--- src/rtl/akf_pkg.sv ---
// Package for the angle Kalman filter: widths, register map, reset values, sequencer states, saturation.
package akf_pkg;
  localparam int DataFracBits = 16;
  localparam int CoefFracBits = 24;
  localparam int AddrW = 4;

  localparam logic [AddrW-1:0] RegQa = 4'h0;
  localparam logic [AddrW-1:0] RegQg = 4'h4;
  localparam logic [AddrW-1:0] RegR  = 4'h8;
  localparam logic [AddrW-1:0] RegDt = 4'hC;

  localparam logic [31:0] QaReset = 32'd16777;
  localparam logic [31:0] QgReset = 32'd50332;
  localparam logic [31:0] RReset  = 32'd8388608;
  localparam logic [31:0] DtReset = 32'd167772;

  typedef enum logic [4:0] {
    S_IDLE, S_R, S_ANG, S_D0, S_P00, S_P01, S_P10, S_P11, S_E,
    S_DIV0, S_DIV1, S_C00, S_C01, S_C10, S_C11, S_CANG, S_CBIAS, S_OUT, S_HOLD
  } akf_state_t;

  // multiply request to the shared unit
  typedef struct packed {
    logic signed [33:0] a;
    logic signed [33:0] b;
  } akf_mul_req_t;

  function automatic logic signed [31:0] sat32(input logic signed [65:0] v);
    if (v > 66'sd2147483647) return 32'sh7fffffff;
    else if (v < -66'sd2147483648) return 32'sh80000000;
    else return v[31:0];
  endfunction
endpackage

--- src/rtl/akf_mul.sv ---
// Shared multiplier with half-up rounding and arithmetic right shift.
module akf_mul #(
  parameter int COEF_FRAC_BITS = akf_pkg::CoefFracBits
) (
  input  logic                      clk,
  input  akf_pkg::akf_mul_req_t     req,
  output logic signed [65:0]        prod_r
);
  import akf_pkg::*;
  logic signed [67:0] full;
  localparam logic signed [67:0] Half = 68'sd1 <<< (COEF_FRAC_BITS - 1);
  assign full = req.a * req.b;
  always_ff @(posedge clk) begin
    prod_r <= 66'((full + Half) >>> COEF_FRAC_BITS);
  end
endmodule

--- config.mk ---
export PLATFORM = sky130hd
export DESIGN_NAME = akf_mul
export DESIGN_NICKNAME = d
export VERILOG_FILES = /design/src/rtl/akf_pkg.sv /design/src/rtl/akf_mul.sv
export SDC_FILE = /design/constraint.sdc
export NUM_CORES = 2
export LEC_CHECK = 0
export ABC_CLOCK_PERIOD_IN_PS = 27200
export BUFFER_PORTS_ARGS = -buffer_cell sky130_fd_sc_hd__clkbuf_2
export CAP_MARGIN = 40
export CORE_ASPECT_RATIO = 1.5
export CORE_MARGIN = 5
export CORE_UTILIZATION = 40
export CTS_BUF_LIST = sky130_fd_sc_hd__clkbuf_8
export CTS_CLUSTER_SIZE = 12
export DETAILED_ROUTE_END_ITERATION = 10
export PLACE_DENSITY = 0.66
export SLEW_MARGIN = 40
export SYNTH_ARGS = -nofsm -noshare
export SYNTH_HDL_FRONTEND = slang
export SYNTH_SLANG_ARGS = --single-unit
export TNS_END_PERCENT = 100
--- constraint.sdc ---
create_clock -name clk -period 27.2 [get_ports clk]
set_clock_uncertainty 0.05 [all_clocks]
set_input_delay 6.8 -clock clk [delete_from_list [all_inputs] [get_ports clk]]
set_output_delay 6.8 -clock clk [all_outputs]
set_load 0.01 [all_outputs]
[Yosys cells after proc, flatten, opt, wreduce, memory -nomap -nowiden]
Cells that the tools add are included.
Operators by class
  multipliers: 1
  add/subtract/negate cells: 1
Operators by type and width (count)
  adder 68 x 25 -> 68 bit (second input constant): 1
  multiplier 34 x 34 -> 68 bit: 1
Word-level totals
  register bits after elaboration: 44
  output and inout port bits: 66
  word-level logic and storage cells: 3
  input port bits: 69

[Longest topological paths before layout]
  depth after elaboration: 2
  mapped depth: 30
  gate-level depth less buffers: 28

[Worst setup path before layout]
Ideal clock, no wire load.
  kind: input port to flip-flop
  start point: input port req[67] (netlist bit)
  end point: register prod_r[43] (netlist name)
  library setup time: 0.072 ns
  setup slack: 12.919 ns
  path buffers: 1
  required time: 27.078 ns
  cell stages on the path: 23
  data arrival time: 14.159 ns
  cell sequence: clkbuf_1 nand2_1 inv_1 fa_1 fa_1 fa_1 inv_1 fa_1 inv_1 fa_1 fa_1 fa_1 fa_1 ha_1 a21o_1 a21o_1 a21o_1 a21o_1 a21o_1 a21oi_1 nor2_1 a2111oi_2 xnor2_1
Between the ends
  cells in the longest elaborated chain, start to end: 2
RTL lines
  start, declared: line akf_mul.sv:6  | input akf_pkg::akf_mul_req_t req,
  multiplier 34 x 34 -> 68 bit: line akf_mul.sv:12  | assign full = req.a * req.b;
  adder 68 x 25 -> 68 bit: line akf_mul.sv:14  | prod_r <= 66'((full + Half) >>> COEF_FRAC_BITS);
Every way passes these cells.

[Worst setup path in the final report]
  start point: input port req[2] (netlist bit)
  end point: register prod_r[42]
Between the ends
  cells in the longest elaborated chain, start to end: 2
RTL lines
  multiplier 34 x 34 -> 68 bit: line akf_mul.sv:12
  adder 68 x 25 -> 68 bit: line akf_mul.sv:14
  end signal, assigned: line akf_mul.sv:14
  end, declared: line akf_mul.sv:7  | output logic signed [65:0] prod_r
Every way passes these cells.

==> results.ini <==
[timing]
slew_headroom = 0.3960
setup_violations = 0
maxSlewViolCount = 0
finalCritPeriodShare = 0.5500
tns_ps = 0
holdWs_ps = 7529
max_freq_mhz = 66.85
rsz0062_at_grt = false
setup_ws_ps = 12240
tightest_slew_ps = 906.0
hold_viol = 0
fin_crit_ps = 14960

[detailed_routing]
drc_errors = 0
drt_iter0_markers = 1528
via_per_inst = 5.159
finalWirelength_mm = 122.7
dr.pass1.iters = 6
post_drt_wl_per_cell_um = 21.20
dr_total_vias = 29850
ant_nets = 0

[floorplan]
num_io_pins = 135
dieArea_mm2 = 0.1118
die_w_um = 274.7
start_util = 0.4029
core_area_mm2 = 0.1043
rows = 145
dieHeight_um = 407.0

[clock_network]
cts_tree = done
clk_pin_slew_ps = 100
h-tree-depth = 2
cts_sinks = 44
hold_buffers = 0
cts_buffers = 5
root_buffer = clkbuf_8
cts_resized = 0
clk_path_buf_depth = 2
post-cts-setup-buffers = 0

[setup_path]
startpoint = req[2]
crit_type = input port to register
endpoint = prod_r[42]
end_kind = register
arrival_ps = 15170
worstPathMaxFanout = 34
crit_required_ps = 27410
crit_path_start_kind = input port

[global_routing]
grt_max_degree = 35
track_usage = 0.2270
grt-ovfl-total = 0
grt_pass1_vias = 34250
antenna_found_initial = 12
grt_pass1_wl_mm = 191.6

[finish]
largestRegisters = prod_r (44)
largest-register = prod_r
drive_gt1_frac = 0.04653
n_fill_cell = 10260
largest_reg_flops = 44
syn_to_final_growth_pct = 4.489
finish.utilization = 0.4210
final_nets = 5891

[synthesis]
syn_avg_cell_area_um2 = 9.458
synth-seq-cells = 44
synth_xor_area_frac = 0.01209
synth_edf_count = 0
yosys.area_share.simple = 0.1530
yosysWarnings = 0
async_reset_ff_frac = 0
syn_area_mm2 = 0.04203
synth_nets = 5952
synth_compound_area_frac = 0.03075
synthMuxAreaShare = 0.0004763
ys_seq_area_frac = 0.02096
synth_fa_ha_area_frac = 0.6500
ys_types = 69
synth_top_family_by_area = adder cells
synthFlopType = dfxtp_1
synth_cells = 4444

[place]
port_buffers = 134
dpl_worst_slack_ps = 11810
place_congestion = 0.9372
dp_hpwl_mm = 96.17

[job]
maxCapViolCount = 0

[hold_path]
whs_path_depth = 1
min_path_type = register to output pin

[status]
outcome = complete, no violations

stage by stage:
step                area [um2]  cells
global placement         43730   5771
floorplan                42030   4444
global route             43910   5782
CTS                      43910   5780
detailed placement       43810   5772
finish                   43920   5785
worst max-delay path, stage by stage:
cell and delay (ps):
clkbuf_2 590, and2_1 290, fa_1 520, fa_1 560, fa_1 900, inv_1 200, fa_1 620, inv_1 570
fa_1 560, fa_1 560, fa_1 420, fa_1 440, ha_1 470, and3_1 280, nand3_1 100, nor3_1 290
a31oi_4 210, o31ai_1 450, a21oi_1 150, xnor2_1 140
Yosys cell counts, drive strengths merged, types with 2 or more instances:
library cell / instances / area share
o221ai: 4 / 0.00098
or2: 4 / 0.00060
o21bai: 10 / 0.0018
a21oi: 55 / 0.0067
and2: 609 / 0.091
a21o: 34 / 0.0061
nand3: 11 / 0.0013
nor4: 2 / 0.00045
clkbuf: 214 / 0.019
o311ai: 3 / 0.00080
o31a: 3 / 0.00063
mux2i: 2 / 0.00048
a31oi: 5 / 0.0011
a221o: 2 / 0.00048
xor2: 16 / 0.0033
ha: 198 / 0.059
and3: 7 / 0.0010
a211oi: 8 / 0.0018
or4: 2 / 0.00045
buf: 26 / 0.0046
and4: 4 / 0.00083
o211ai: 6 / 0.0011
nand2: 543 / 0.048
inv: 1219 / 0.11
o31ai: 3 / 0.00054
nand4: 13 / 0.0019
dfxtp: 44 / 0.021
nor2: 47 / 0.0042
o21ai: 16 / 0.0019
fa: 1241 / 0.59
xnor2: 42 / 0.0088
a221oi: 2 / 0.00071
o41ai: 2 / 0.00060
nor3: 6 / 0.00071
nand2b: 10 / 0.0015
o21a: 9 / 0.0016
a21boi: 4 / 0.00080
metal layers:
metal	wire, um	vias to the layer above	track usage
met2	67350	1154	0.4278
met5	108	-	0
met3	6094	509	0.02683
met4	11710	14	0.1641
li1	-	12320	-
met1	37400	15850	0.2278
kinds of logic (layout without fill, tap and decap cells):
kind of cell,Yosys count,in the layout
mux,2,2
simple gates,1262,1262
fa+ha+maj,1439,1439
xor+xnor,58,58
compound gates,179,179
flops,44,44
other cells,0,5
buf+inv,1460,1400
area by class of cell:
cell class                 instances  area (um2)  area share
multi-input combinational       2940       35570      0.8100
timing repair buffer             172        1031     0.02348
antenna                            5       12.51   0.0002849
inverter                        1220        4579      0.1043
tap                             1396        1747     0.03977
sequential                        44       880.8     0.02006
clock buffer                       5       68.82    0.001567
clock inverter                     3       25.02   0.0005698
layout by cell type, fill, tap and decap left out, types with 15 or more instances in the layout:
cell type,count
fa_1,1241
and2_1,609
o21ai_0,15
nor2_1,47
inv_1,1217
ha_1,198
nand2_1,543
xor2_1,16
dfxtp_1,44
clkbuf_2,107
a21o_1,34
clkbuf_4,22
buf_4,37
xnor2_1,42
a21oi_1,53
worst min-delay path by stage:
stage / from / end / slack, ps
after floorplan: prod_r[0] / prod_r[0] / 7050
after global placement: prod_r[2] / prod_r[2] / 7140
after detailed placement: prod_r[35] / prod_r[35] / 7140
after CTS: prod_r[34] / prod_r[34] / 7580
after global routing: prod_r[26] / prod_r[26] / 7590
final: prod_r[26] / prod_r[26] / 7530
Power is left out: the tool's default activity adds up to more than one toggle a clock period on the data nets, which glitch-free logic cannot reach.
