**src/rtl/akf_pkg.sv**
```systemverilog
// Package for the angle Kalman filter: widths, register map, reset values, sequencer states, saturation.
package akf_pkg;
  localparam int DataFracBits = 16;
  localparam int CoefFracBits = 24;
  localparam int AddrW = 4;

  localparam logic [AddrW-1:0] RegQa = 4'h0;
  localparam logic [AddrW-1:0] RegQg = 4'h4;
  localparam logic [AddrW-1:0] RegR  = 4'h8;
  localparam logic [AddrW-1:0] RegDt = 4'hC;

  localparam logic [31:0] QaReset = 32'd16777;
  localparam logic [31:0] QgReset = 32'd50332;
  localparam logic [31:0] RReset  = 32'd8388608;
  localparam logic [31:0] DtReset = 32'd167772;

  typedef enum logic [4:0] {
    S_IDLE, S_R, S_ANG, S_D0, S_P00, S_P01, S_P10, S_P11, S_E,
    S_DIV0, S_DIV1, S_C00, S_C01, S_C10, S_C11, S_CANG, S_CBIAS, S_OUT, S_HOLD
  } akf_state_t;

  // multiply request to the shared unit
  typedef struct packed {
    logic signed [33:0] a;
    logic signed [33:0] b;
  } akf_mul_req_t;

  function automatic logic signed [31:0] sat32(input logic signed [65:0] v);
    if (v > 66'sd2147483647) return 32'sh7fffffff;
    else if (v < -66'sd2147483648) return 32'sh80000000;
    else return v[31:0];
  endfunction
endpackage

```
**src/rtl/akf_div.sv**
```systemverilog
// Radix-2 restoring signed divider, one quotient bit per cycle.
module akf_div #(
  parameter int COEF_FRAC_BITS = akf_pkg::CoefFracBits
) (
  input  logic               clk,
  input  logic               rst_n,
  input  logic               start,
  input  logic signed [31:0] num,
  input  logic signed [33:0] den,
  output logic               done,
  output logic signed [31:0] quot
);
  import akf_pkg::*;
  localparam int NW = 32 + COEF_FRAC_BITS;
  localparam int CW = $clog2(NW + 1);
  logic [NW-1:0] n_r, n_nxt, q_r, q_nxt;
  logic [NW:0]   rem_r, rem_nxt, trial;
  logic [33:0]   d_r, d_nxt;
  logic          neg_r, neg_nxt, busy_r, busy_nxt;
  logic [CW-1:0] cnt_r, cnt_nxt;
  logic [NW-1:0] qs;
  logic [NW:0]   sh;
  always_comb begin
    n_nxt = n_r; q_nxt = q_r; rem_nxt = rem_r; d_nxt = d_r;
    neg_nxt = neg_r; busy_nxt = busy_r; cnt_nxt = cnt_r;
    sh = {rem_r[NW-1:0], n_r[NW-1]};
    trial = sh - (NW+1)'(d_r);
    qs = {q_r[NW-2:0], ~trial[NW]};
    if (start) begin
      n_nxt = (num[31] ? NW'(-{{(NW-32){1'b1}}, num}) : NW'({{(NW-32){1'b0}}, num}))
              << COEF_FRAC_BITS;
      d_nxt = den[33] ? 34'(-den) : den;
      neg_nxt = num[31] ^ den[33];
      rem_nxt = '0; q_nxt = '0; busy_nxt = 1'b1; cnt_nxt = CW'(NW);
    end else if (busy_r) begin
      n_nxt = n_r << 1;
      if (!trial[NW]) begin
        rem_nxt = trial;
      end else begin
        rem_nxt = sh;
      end
      q_nxt = qs;
      cnt_nxt = cnt_r - 1'b1;
      if (cnt_r == CW'(1)) busy_nxt = 1'b0;
    end
  end
  always_ff @(posedge clk) begin
    if (!rst_n) begin
      busy_r <= 1'b0; cnt_r <= '0;
    end else begin
      busy_r <= busy_nxt; cnt_r <= cnt_nxt;
    end
    n_r <= n_nxt; q_r <= q_nxt; rem_r <= rem_nxt; d_r <= d_nxt; neg_r <= neg_nxt;
  end
  assign done = busy_r && (cnt_r == CW'(1));
  always_comb begin
    if (neg_r) quot = sat32(-66'($signed({2'b00, qs})));
    else       quot = sat32(66'($signed({2'b00, qs})));
  end
endmodule

```
**config.mk**
```make
export PLATFORM = sky130hd
export DESIGN_NAME = akf_div
export DESIGN_NICKNAME = d
export VERILOG_FILES = /design/src/rtl/akf_pkg.sv /design/src/rtl/akf_div.sv
export SDC_FILE = /design/constraint.sdc
export NUM_CORES = 1
export LEC_CHECK = 0
export ABC_AREA = 1
export ABC_CLOCK_PERIOD_IN_PS = 9420
export BUFFER_PORTS_ARGS = -buffer_cell sky130_fd_sc_hd__clkbuf_2
export CORE_MARGIN = 5
export CORE_UTILIZATION = 50
export CTS_CLUSTER_SIZE = 40
export DETAILED_ROUTE_END_ITERATION = 6
export PLACE_DENSITY_LB_ADDON = 0.12
export SYNTH_ARGS = -nofsm -noshare
export SYNTH_HDL_FRONTEND = slang
export SYNTH_SLANG_ARGS = --single-unit
export TNS_END_PERCENT = 5
```
**constraint.sdc**
```tcl
create_clock -name clk -period 9.42 [get_ports clk]
set_clock_uncertainty 0.2 [all_clocks]
set_input_delay 1.884 -clock clk [delete_from_list [all_inputs] [get_ports clk]]
set_output_delay 1.884 -clock clk [all_outputs]
set_load 0.02 [all_outputs]
```
### Word-level counts from Yosys, hierarchy flattened

Index checks and enable logic that the tools add are counted.

| operators by class | value |
|---|---|
| div/mod/pow operators | 0 |
| magnitude comparators | 3 |
| $mul | 0 |
| muxes and demuxes | 14 |
| eq/ne operators | 1 |
| bitwise gates (word level) | 3 |
| reductions and logical operators | 3 |
| add/sub/neg operators | 5 |
| shift-type cells | 0 |

Operators by type and width:

| cell | number |
|---|---|
| $mux W56 | 3 |
| $mux W32 | 5 |
| $gt A66 B32 Y1 const B | 1 |
| $lt A66 B32 Y1 const B | 1 |
| $neg A56 Y66 | 1 |
| $sub A57 B34 Y57 | 1 |
| $gt A56 B31 Y1 const B | 1 |
| $neg A34 Y34 | 1 |
| $mux W33 | 1 |
| $neg A32 Y32 | 1 |
| $mux W6 | 2 |
| $eq A6 B1 Y1 const B | 1 |
| $sub A6 B1 Y6 const B | 1 |
| $mux W1 | 3 |
| $not A1 Y1 | 2 |
| $reduce_bool A2 Y1 | 1 |
| $reduce_or A2 Y1 | 1 |
| $logic_and A1 B1 Y1 | 1 |
| $xor A1 B1 Y1 | 1 |

| storage, ports and cells | value |
|---|---|
| memories kept | 0 |
| word-level logic and storage cells | 38 |
| register bits after elaboration | 185 |
| bits in writable memories | 0 |
| bits in read-only memories | 0 |
| latch bits | 0 |
| output and inout bits | 33 |
| input bits | 69 |

### Longest topological paths before layout

Gate-level depths: netlist of run 1.

| logic depth | value |
|---|---|
| depth in word-level cells | 7 |
| depth in mapped cells | 37 |
| depth with buffers taken out | 34 |

### Least setup slack after synthesis of run 1

Ideal clock, no wire load.

| path | value |
|---|---|
| kind | reg2out |
| from | register n_r[55] |
| to | output port quot[11] |
| data arrival time | 4.304 ns |
| stages on the path, launching flop included | 38 |
| setup slack | 3.032 ns |
| cells stage by stage | edfxtp_1 -> inv_1 -> ha_1 -> fa_1 -> inv_1 -> nand2_1 -> nand2_1 -> nand3b_1 -> nand2_1 -> nand2_1 -> nand3_2 -> nand2_2 -> nand2_2 -> nand2_1 -> nand2_2 -> buf_2 -> buf_1 -> ha_1 -> [... 2 more ...] -> inv_2 -> nor2_4 -> inv_2 -> nor3_1 -> xor2_1 -> nand2_1 -> nor2_1 -> nand2_1 -> nor2_1 -> nand3_1 -> nor2_1 -> nand3_1 -> nand2_2 -> buf_6 -> nand2_1 -> nand2_1 -> nand2_1 -> nand2_1 |

| between the ends | value |
|---|---|
| word-level cells in the longest chain between the ends | 7 |
| elaborated cells on any way between the ends | 10 |

Ends and longest elaborated chain:

| element | RTL line | text |
|---|---|---|
| start, declared | akf_div.sv:16 | `logic [NW-1:0] n_r, n_nxt, q_r, q_nxt;` |
| start signal, assigned | akf_div.sv:53 | `n_r <= n_nxt; q_r <= q_nxt; rem_r <= rem_nxt; d_r <= d_nxt; neg_r <= neg_nxt;` |
| $sub A57 B34 Y57 * | akf_div.sv:27 | `trial = sh - (NW+1)'(d_r);` |
| $not A1 Y1 * | akf_div.sv:28 | `qs = {q_r[NW-2:0], ~trial[NW]};` |
| $neg A56 Y66 | akf_div.sv:57 | `if (neg_r) quot = sat32(-66'($signed({2'b00, qs})));` |
| $lt A66 B32 Y1 | akf_pkg.sv:30 | `else if (v < -66'sd2147483648) return 32'sh80000000;` |
| $mux W32 | akf_pkg.sv:30 |  |
| $mux W32 | akf_pkg.sv:29 | `if (v > 66'sd2147483647) return 32'sh7fffffff;` |
| $mux W32 * | akf_div.sv:57 |  |
| end, declared | akf_div.sv:11 | `output logic signed [31:0] quot` |

Mark *: on every way between the ends. The rest lies on a longest branch, timed or not.

### Worst setup path in the final report of run 1

| path | value |
|---|---|
| from | register n_r[55] |
| to | output port quot[1] |

Same word-level chain as after synthesis.

==> results of run 1 <==
## layout make-up
cell class	instances	area, um2	area share, %
multi-input combinational	1382	7447	51.19
timing repair buffer	109	565.5	3.888
clock inverter	14	173.9	1.195
tap	335	419.2	2.881
sequential	185	4374	30.07
clock buffer	18	429.2	2.950
inverter	303	1139	7.827
## worst max-delay path: cells and delay by family, from the launching register on
kind,cells,cell delay [ns]
xor+xnor,1,0.16
fa+ha+maj,3,0.98
buf+inv,4,0.40
flops,1,0.33
simple gates,27,3.61
## cell usage in the layout, fill, tap and decap left out, types with 9 or more instances in the layout
| master | Yosys | final |
|---|---|---|
| xnor2_1 | 36 | 36 |
| a32o_1 | 9 | 9 |
| nor2_1 | 228 | 226 |
| a21oi_1 | 88 | 88 |
| nor3_1 | 45 | 45 |
| xor2_1 | 90 | 90 |
| dfxtp_1 | 118 | 118 |
| o21ai_0 | 141 | 141 |
| o211ai_1 | 11 | 11 |
| edfxtp_1 | 67 | 67 |
| nand3_1 | 76 | 76 |
| nor4_1 | 23 | 23 |
| ha_1 | 39 | 39 |
| nand4_1 | 36 | 36 |
| o22ai_1 | 61 | 61 |
| clkbuf_16 | 0 | 17 |
| a31oi_1 | 10 | 10 |
| inv_2 | 12 | 12 |
| nor2_2 | 11 | 13 |
| nand2_1 | 394 | 394 |
| inv_1 | 291 | 290 |
| o21a_1 | 10 | 10 |
| clkbuf_2 | 0 | 101 |
## logic make-up after synthesis
group	Yosys count
compound gates	361
xor+xnor	126
fa+ha+maj	40
buf+inv	362
flops	185
simple gates	855
## through the flow
step           setup WS (ns)  hold WS [ns]  utilization, %  instances
6_report               1.426        0.2823           55.83       2346
5_1_grt               0.8721        0.3043           55.83       2346
2_1_floorplan          3.032        0.2492               -       1929
4_1_cts                1.422        0.2814           55.83       2346
3_3_place_gp           2.202        0.2654           53.51       2314
3_5_place_dp           1.943        0.2697           53.51       2314
## how the worst max path moves through the flow
stage / from / end / cells after the start
final: n_r[55] / quot[1] / 35
after global routing: n_r[55] / quot[29] / 35
after CTS: n_r[55] / quot[1] / 35
after detailed placement: n_r[55] / quot[1] / 35
after global placement: n_r[55] / quot[0] / 35
after floorplan: n_r[55] / quot[11] / 37
## report_power, final
| part | switching, W | internal (W) | leakage (nW) |
|---|---|---|---|
| Clock | 0.000355 | 0.000403 | 0.297 |
| Sequential | 0.000112 | 0.000981 | 1.63 |
| Combinational | 0.00232 | 0.00110 | 5.18 |
| Total | 0.00278 | 0.00248 | 7.11 |
## registers in the layout (all words and copies together), names as in the netlist
name    flops
q_r        55
neg_r       1
n_r        32
cnt_r       6
busy_r      1
rem_r      56
d_r        34
## metal layers
metal | vias to the layer above | track usage [%]
li1 | 6494 | -
met1 | 5970 | 36.36
met2 | 389 | 38.63
met3 | 37 | 3.292
met4 | 0 | 5.468
met5 | - | 0
==> results.py, run 1 <==
metrics = {
    "run_status": {
        "status": "complete, no violations",
    },
    "final_layout": {
        "antenna_cells": 0,
        "stdcell_area_um2": 14550,
        "nets": 2107,
        "area_delta_synth_final_pct": 10.19,
        "drive_above_1_share_pct": 9.796,
        "fill_cells": 2608,
    },
    "sta": {
        "grt_setup_unrepaired": "no",
        "fmax_mhz": 125.1,
        "fin_crit_ns": 7.994,
        "setup_viol": 0,
        "hold_viol": 0,
        "fin_setup_tns_ns": 0,
        "max-slew-margin-rel_pct": 34.41,
        "period_share_pct": 84.86,
        "worst_pin_slew_ns": 0.9748,
        "finalMaxSlewViolations": 0,
    },
    "logic_synthesis": {
        "synth-seq-cells": 185,
        "synth.most_common_cell": "nand2_1",
        "synth-main-ff-cell": "dfxtp_1",
        "synth-compound-area-share_pct": 15.85,
        "synth-adder-area-share_pct": 3.848,
        "ys_seq_area_share_pct": 33.13,
        "synth_xor_area_share_pct": 8.359,
        "synth.net_count": 2038,
        "async_flop_share_pct": 0,
        "synth_area_leader_cell": "dfxtp_1",
        "synth_edf_count": 67,
        "postSynthAreaPerCell_um2": 6.844,
        "synth-simple-area-share_pct": 28.31,
        "synth_mux_area_share_pct": 0,
        "synthTopCellsByCount": "nand2_1, inv_1, nor2_1",
        "synth_top_area_share_pct": 17.89,
        "yosysWarnings": 0,
        "synth_top_family_by_area": "simple AND/OR/NAND/NOR gates",
        "ys_types": 51,
        "netlist_instances": 1929,
        "syn-cell-area_um2": 13200,
        "ys_top_cells_by_area": "dfxtp_1, edfxtp_1, nand2_1",
    },
    "floorplanning": {
        "initial_core_util_pct": 50.67,
        "die_width_um": 172.5,
        "die_h_um": 172.5,
        "io_pins": 102,
        "core-area_um2": 26060,
        "die-area_um2": 29750,
        "rows": 59,
    },
    "placed_design": {
        "io_buffers": 101,
        "place_area_um2": 13940,
        "globalplace.congestion": 0.9404,
        "dpl.hpwl_um": 27790,
    },
    "clocking": {
        "cts_resized": 0,
        "cts_sinks": 185,
        "cts_setup_buffers": 0,
        "clockBufferDepth": 2,
        "clk_latency_ns": 0.45,
        "cts_tree": "done",
        "clk_pin_slew_ns": 0.07,
        "cts_htree_levels": 4,
        "root_buffer": "clkbuf_16",
        "hold_buffers": 0,
        "cts_made_buffers": 17,
    },
    "min_path": {
        "whs_path_depth": 2,
        "worstHoldPathType": "flop to flop",
        "hold_end": "rem_r[31]",
        "hp-start": "rem_r[31]",
    },
    "global_route": {
        "antenna_found_initial": 0,
        "grt.overflow.total": 0,
        "grt_pass1_wl_um": 59770,
        "grt_max_degree": 77,
        "grtUsageTotal_pct": 24.66,
        "grt_pass1_vias": 11890,
    },
    "power": {
        "ir_drop_v": 0.0003462,
        "power_w": 0.005263,
        "p_per_area_nw_per_um2": 361.8,
        "power.leakage_nw": 7.110,
    },
    "setup_path": {
        "crit_top_cell": "nand2_1",
        "max_stage_delay_ns": 0.63,
        "critPathSlowestCell": "nand2_2",
        "crit_required_ns": 7.34,
        "r2r-end": "rem_r[50]",
        "r2r-start": "n_r[55]",
        "worstPathArrival_ns": 5.91,
        "reg2reg_depth": 21,
        "r2r_slack_ns": 5.35,
        "crit_path_end_kind": "primary output",
        "critPathLaunchType": "flop",
        "worstSetupPathType": "flop to primary output",
        "cp_max_fo": 35,
    },
    "route": {
        "met1_length_um": 18040,
        "wl_met3_um": 2191,
        "vias": 12890,
        "route.detailed.drc": 0,
        "wire_per_inst_um": 15.64,
        "drt_iter0_drc": 1066,
        "wl_met2_um": 15990,
        "drt_wl_total_um": 36700,
        "dr.pass1.iters": 6,
        "top_layer_used": "met4",
        "ant_nets": 0,
        "via_per_inst": 5.494,
    },
    "job": {
        "max_cap_viol_count": 0,
    },
}
(Power assumes the default switching activity.)
==> run 2: changes to the inputs <==
--- a/config.mk
+++ b/config.mk
@@ -6,7 +6,7 @@
 export NUM_CORES = 1
 export LEC_CHECK = 0
 export ABC_AREA = 1
-export ABC_CLOCK_PERIOD_IN_PS = 9420
+export ABC_CLOCK_PERIOD_IN_PS = 7100
 export BUFFER_PORTS_ARGS = -buffer_cell sky130_fd_sc_hd__clkbuf_2
 export CORE_MARGIN = 5
 export CORE_UTILIZATION = 50
==> constraint.sdc (replaced) <==
create_clock -name clk -period 7.1 [get_ports clk]
set_clock_uncertainty 0.2 [all_clocks]
set_input_delay 1.42 -clock clk [delete_from_list [all_inputs] [get_ports clk]]
set_output_delay 1.42 -clock clk [all_outputs]
set_load 0.02 [all_outputs]
==> results.py, run 2 (synthesized netlist as in run 1, its figures left out) <==
metrics = {
    "run_status": {
        "status": "complete, no violations",
    },
    "route": {
        "dr.pass1.iters": 5,
        "via_per_inst": 5.467,
        "vias": 12840,
        "wire_per_inst_um": 15.75,
        "drt_iter0_drc": 1106,
        "route.detailed.drc": 0,
        "drt_wl_total_um": 36980,
        "ant_nets": 0,
    },
    "final_layout": {
        "top_register": "rem_r",
        "most-common-layout-cells": "nand2_1, inv_1, nor2_1, o21ai_0, dfxtp_1",
        "mostFrequentLayoutCell": "nand2_1",
        "reg_top3": "rem_r x56, q_r x55, d_r x34",
        "fill_cells": 2629,
        "nets": 2109,
        "fin_util_pct": 55.98,
        "area_delta_synth_final_pct": 10.49,
        "largest_register_ffs": 56,
        "drive_above_1_share_pct": 9.985,
        "antenna_cells": 0,
    },
    "clocking": {
        "cts_made_buffers": 17,
        "cts_tree": "done",
        "clk_latency_ns": 0.44,
        "clockBufferDepth": 2,
        "root_buffer": "clkbuf_16",
        "cts_htree_levels": 4,
        "cts_sinks": 185,
        "clk_pin_slew_ns": 0.08,
    },
    "power": {
        "power.leakage_nw": 7.116,
        "combPwrFrac_pct": 65.4,
        "clockPowerShare_pct": 14.2,
        "p_sw_w": 0.003722,
        "ir_drop_v": 0.0004923,
        "p_per_area_nw_per_um2": 479.4,
        "internal-power_w": 0.003272,
        "switching_share_pct": 53.22,
        "power_w": 0.006993,
        "pwr-share-seq_pct": 20.5,
    },
    "floorplanning": {
        "rows": 59,
        "core-area_um2": 26060,
        "io_pins": 102,
        "die_width_um": 172.5,
        "die_h_um": 172.5,
        "initial_core_util_pct": 50.67,
        "die-area_um2": 29750,
    },
    "global_route": {
        "grt_pass1_wl_um": 59240,
        "grt.overflow.total": 0,
        "grtUsageTotal_pct": 24.56,
        "grt_max_degree": 63,
        "grt_pass1_vias": 11820,
        "antenna_found_initial": 0,
    },
    "sta": {
        "finalMaxSlewViolations": 0,
        "fin_setup_tns_ns": 0,
        "setup_viol": 0,
        "max-slew-margin-rel_pct": 30.69,
        "hold_viol": 0,
        "period_share_pct": 92.71,
        "worst_pin_slew_ns": 1.038,
        "fin_crit_ns": 6.582,
        "fmax_mhz": 151.9,
        "worst_slack_ns": 0.5178,
        "grt_setup_unrepaired": "no",
    },
    "job": {
        "max_cap_viol_count": 0,
    },
    "placed_design": {
        "dpl.hpwl_um": 27780,
        "globalplace.congestion": 0.9610,
        "place_ws_ns": 0.7580,
        "io_buffers": 101,
    },
    "setup_path": {
        "crit_top_cell": "nand2_1",
        "r2r-end": "rem_r[50]",
        "reg2reg_depth": 21,
        "max_stage_delay_ns": 0.42,
        "cp_max_fo": 16,
        "critPathSlowestCell": "fa_1",
        "r2r_slack_ns": 3.08,
        "crit_path_start": "n_r[55]",
        "r2r-start": "n_r[55]",
        "endpoint": "quot[7]",
        "worstSetupPathType": "flop to primary output",
        "worstPathArrival_ns": 4.96,
        "critPathLaunchType": "flop",
        "crit_required_ns": 5.48,
        "crit_path_end_kind": "primary output",
    },
    "min_path": {
        "worstHoldPathType": "flop to flop",
    },
}
run 2: final cells by class:
class,count,area (um2),share of cell area (%)
Clock buffer,19,442.9,3.036
Tap cell,335,419.2,2.873
Sequential cell,185,4374,29.99
Timing Repair Buffer,110,573.1,3.928
Clock inverter,13,157.7,1.081
Multi-Input combinational cell,1383,7482,51.29
Inverter,303,1139,7.805
run 2: power groups by stage:
stage	logic, W	clock network (W)	registers, W
after floorplan	0.00339	0	0.00141
after global placement	0.00437	0	0.00145
after detailed placement	0.00442	0	0.00145
after CTS	0.00444	0.00101	0.00143
after global routing	0.00511	0.00105	0.00145
final	0.00457	0.000990	0.00143
run 2: stage by stage:
stage | cells | area (um2) | hold slack [ns]
floorplan | 1929 | 13200 | 0.2492
global placement | 2315 | 13950 | 0.2644
detailed placement | 2315 | 13950 | 0.2754
CTS | 2347 | 14550 | 0.2882
global route | 2348 | 14590 | 0.3196
finish | 2348 | 14590 | 0.2903
run 2: timing repair:
action	4_1_cts	5_1_grt
gates resized for setup	0	4
hold buffers	0	0
endpoints found under the setup margin	0	31
buffers inserted	0	0
run 2: how the worst min path moves through the flow:
stage	slack [ns]	from	depth (start not counted)	end
finish	0.29	rem_r[31]	2	rem_r[31]
global route	0.32	rem_r[27]	2	rem_r[27]
CTS	0.29	rem_r[31]	2	rem_r[31]
detailed placement	0.28	rem_r[31]	2	rem_r[31]
global placement	0.26	rem_r[27]	2	rem_r[27]
floorplan	0.25	rem_r[27]	2	rem_r[27]
run 2: routing by layer:
metal	up-vias	track usage (%)	part of all wire, %
met4	0	5.195	1.4
li1	6497	-	-
met5	-	0	0
met1	5885	35.47	49
met2	417	39.18	44
met3	37	3.658	6.2
run 2: critical path, delay by kind of cell (launching register included):
| family | cells | cell delay [ns] |
|---|---|---|
| fa+ha+maj | 3 | 0.86 |
| flops | 1 | 0.32 |
| simple gates | 25 | 2.77 |
| buf+inv | 4 | 0.41 |
| xor+xnor | 1 | 0.17 |
==> run 3: changes to the inputs <==
--- a/config.mk
+++ b/config.mk
@@ -9,7 +9,7 @@
 export ABC_CLOCK_PERIOD_IN_PS = 7100
 export BUFFER_PORTS_ARGS = -buffer_cell sky130_fd_sc_hd__clkbuf_2
 export CORE_MARGIN = 5
-export CORE_UTILIZATION = 50
+export CORE_UTILIZATION = 35
 export CTS_CLUSTER_SIZE = 40
 export DETAILED_ROUTE_END_ITERATION = 6
 export PLACE_DENSITY_LB_ADDON = 0.12
==> results.py, run 3 (synthesized netlist as in run 1, its figures left out) <==
metrics = {
    "global_route": {
        "use_met1_pct": 25.89,
        "grt_max_degree": 61,
        "grt_pass1_vias": 12280,
        "met2_usage_pct": 33.00,
        "grt.overflow.total": 0,
        "grt_busiest_layer": "met2",
        "use_met3_pct": 2.920,
        "grt_pass1_wl_um": 65520,
        "grtUsageTotal_pct": 19.58,
        "antenna_found_initial": 1,
    },
    "sta": {
        "hold_viol": 0,
        "worst_pin_slew_ns": 1.101,
        "worst_slack_ns": 0.4691,
        "max-slew-margin-rel_pct": 26.43,
        "fmax_mhz": 150.8,
        "fin_crit_ns": 6.631,
        "grt_setup_unrepaired": "no",
        "fin_setup_tns_ns": 0,
        "period_share_pct": 93.39,
        "setup_viol": 0,
        "finalMaxSlewViolations": 0,
    },
    "route": {
        "dr.pass1.iters": 7,
        "via_per_inst": 4.979,
        "route.detailed.drc": 0,
        "vias": 12570,
        "ant_nets": 0,
        "wire_per_inst_um": 16.18,
        "drt_iter0_drc": 751,
        "drt_wl_total_um": 40850,
    },
    "final_layout": {
        "top_register": "rem_r",
        "drive_above_1_share_pct": 9.831,
        "nets": 2110,
        "area_delta_synth_final_pct": 11.67,
        "most-common-layout-cells": "nand2_1, inv_1, nor2_1, o21ai_0, dfxtp_1",
        "reg_top3": "rem_r x56, q_r x55, d_r x34",
        "stdcell_area_um2": 14740,
        "stdcell_count": 2525,
        "antenna_cells": 0,
        "largest_register_ffs": 56,
        "mostFrequentLayoutCell": "nand2_1",
        "fill_cells": 4123,
    },
    "clocking": {
        "cts_resized": 0,
        "clockBufferDepth": 2,
        "clk_latency_ns": 0.45,
        "hold_buffers": 0,
        "cts_tree": "done",
        "cts_htree_levels": 4,
        "cts_sinks": 185,
        "root_buffer": "clkbuf_16",
        "cts_setup_buffers": 0,
        "cts_made_buffers": 17,
        "clk_pin_slew_ns": 0.08,
    },
    "setup_path": {
        "worstPathArrival_ns": 5.01,
        "crit_required_ns": 5.48,
        "worstSetupPathType": "flop to primary output",
        "crit_top_cell": "nand2_1",
        "critPathLaunchType": "flop",
        "critPathSlowestCell": "fa_1",
        "max_stage_delay_ns": 0.40,
        "critPathBufInv": 3,
        "cp_max_fo": 15,
        "cp_top_family": "simple AND/OR/NAND/NOR gates",
        "crit_path_end_kind": "primary output",
    },
    "placed_design": {
        "dpl.hpwl_um": 31790,
        "place_ws_ns": 0.7670,
        "io_buffers": 101,
        "dp.cells": 2492,
        "globalplace.congestion": 0.9583,
        "place_area_um2": 14180,
    },
    "floorplanning": {
        "initial_core_util_pct": 35.22,
        "rows": 71,
        "core-area_um2": 37490,
        "die-area_um2": 41710,
        "die_width_um": 204.2,
        "die_h_um": 204.2,
        "io_pins": 102,
    },
    "power": {
        "power.leakage_nw": 7.090,
        "p_per_area_nw_per_um2": 473.8,
        "ir_drop_v": 0.0002800,
    },
    "job": {
        "max_cap_viol_count": 0,
    },
    "min_path": {
        "worstHoldPathType": "flop to flop",
    },
    "run_status": {
        "status": "complete, no violations",
    },
}
==> run 3: changes by cell type in the layout (fill, tap and decap cells not counted), moves of 2 or more <==
cell / delta
inv_8: -2
clkinv_1: +2
clkinv_8: -2
clkinv_2: +3
==> run 3: cell type report <==
cell class | count | area, um2 | share of cell area (%)
tap | 511 | 639.4 | 4.337
multi-input combinational | 1383 | 7482 | 50.75
timing repair buffer | 111 | 580.6 | 3.938
inverter | 303 | 1139 | 7.723
clock buffer | 19 | 432.9 | 2.936
clock inverter | 13 | 95.09 | 0.6450
sequential | 185 | 4374 | 29.67
==> run 3: per-stage QoR <==
step           power, W  hold WS, ns  utilization [%]
2_1_floorplan  0.004796       0.2492                -
3_3_place_gp   0.005994       0.2659            37.84
3_5_place_dp   0.006008       0.2746            37.84
4_1_cts        0.006936       0.2860            39.25
5_1_grt        0.007634       0.3020            39.33
6_report       0.006985       0.2823            39.33
==> run 3: where the power goes <==
group	internal (W)	leakage, nW	switching (W)
combinational	0.00147	5.20	0.00318
sequential	0.00129	1.63	0.000144
clock	0.000452	0.256	0.000451
total	0.00321	7.09	0.00378
==> run 3: worst paths after layout <==
| kind | end | from | slack (ns) | cells past startpoint |
|---|---|---|---|---|
| hold reg to reg | rem_r[31] | rem_r[31] | 0.28 | 2 |
| setup reg to reg | rem_r[50] | n_r[55] | 3.02 | 22 |
| setup / recovery | quot[18] | n_r[55] | 0.47 | 31 |
| hold / removal | rem_r[31] | rem_r[31] | 0.28 | 2 |
==> run 3: layer usage <==
| metal | routed length [um] | part of all wire (%) |
|---|---|---|
| met5 | 13 | 0.032 |
| met4 | 1114 | 2.7 |
| met3 | 1491 | 3.6 |
| met2 | 19170 | 47 |
| met1 | 19060 | 47 |
==> run 3: worst reg2reg max path: stages, from the launching register on <==
cell and delay, ns:
edfxtp_1 0.34, inv_1 0.05, ha_1 0.21, fa_1 0.40, inv_1 0.07, nand2_1 0.06
nand2_1 0.06, nand3b_1 0.07, nand2_1 0.14, nand2_1 0.09, nand3_2 0.12, nand2_2 0.10
nand2_2 0.08, nand2_2 0.10, nand2_2 0.11, buf_4 0.56, nand4_1 0.44, nor2_1 0.26
nand3_1 0.12, a21oi_1 0.16, o21a_1 0.15, a21oi_1 0.04, inv_1 0.08
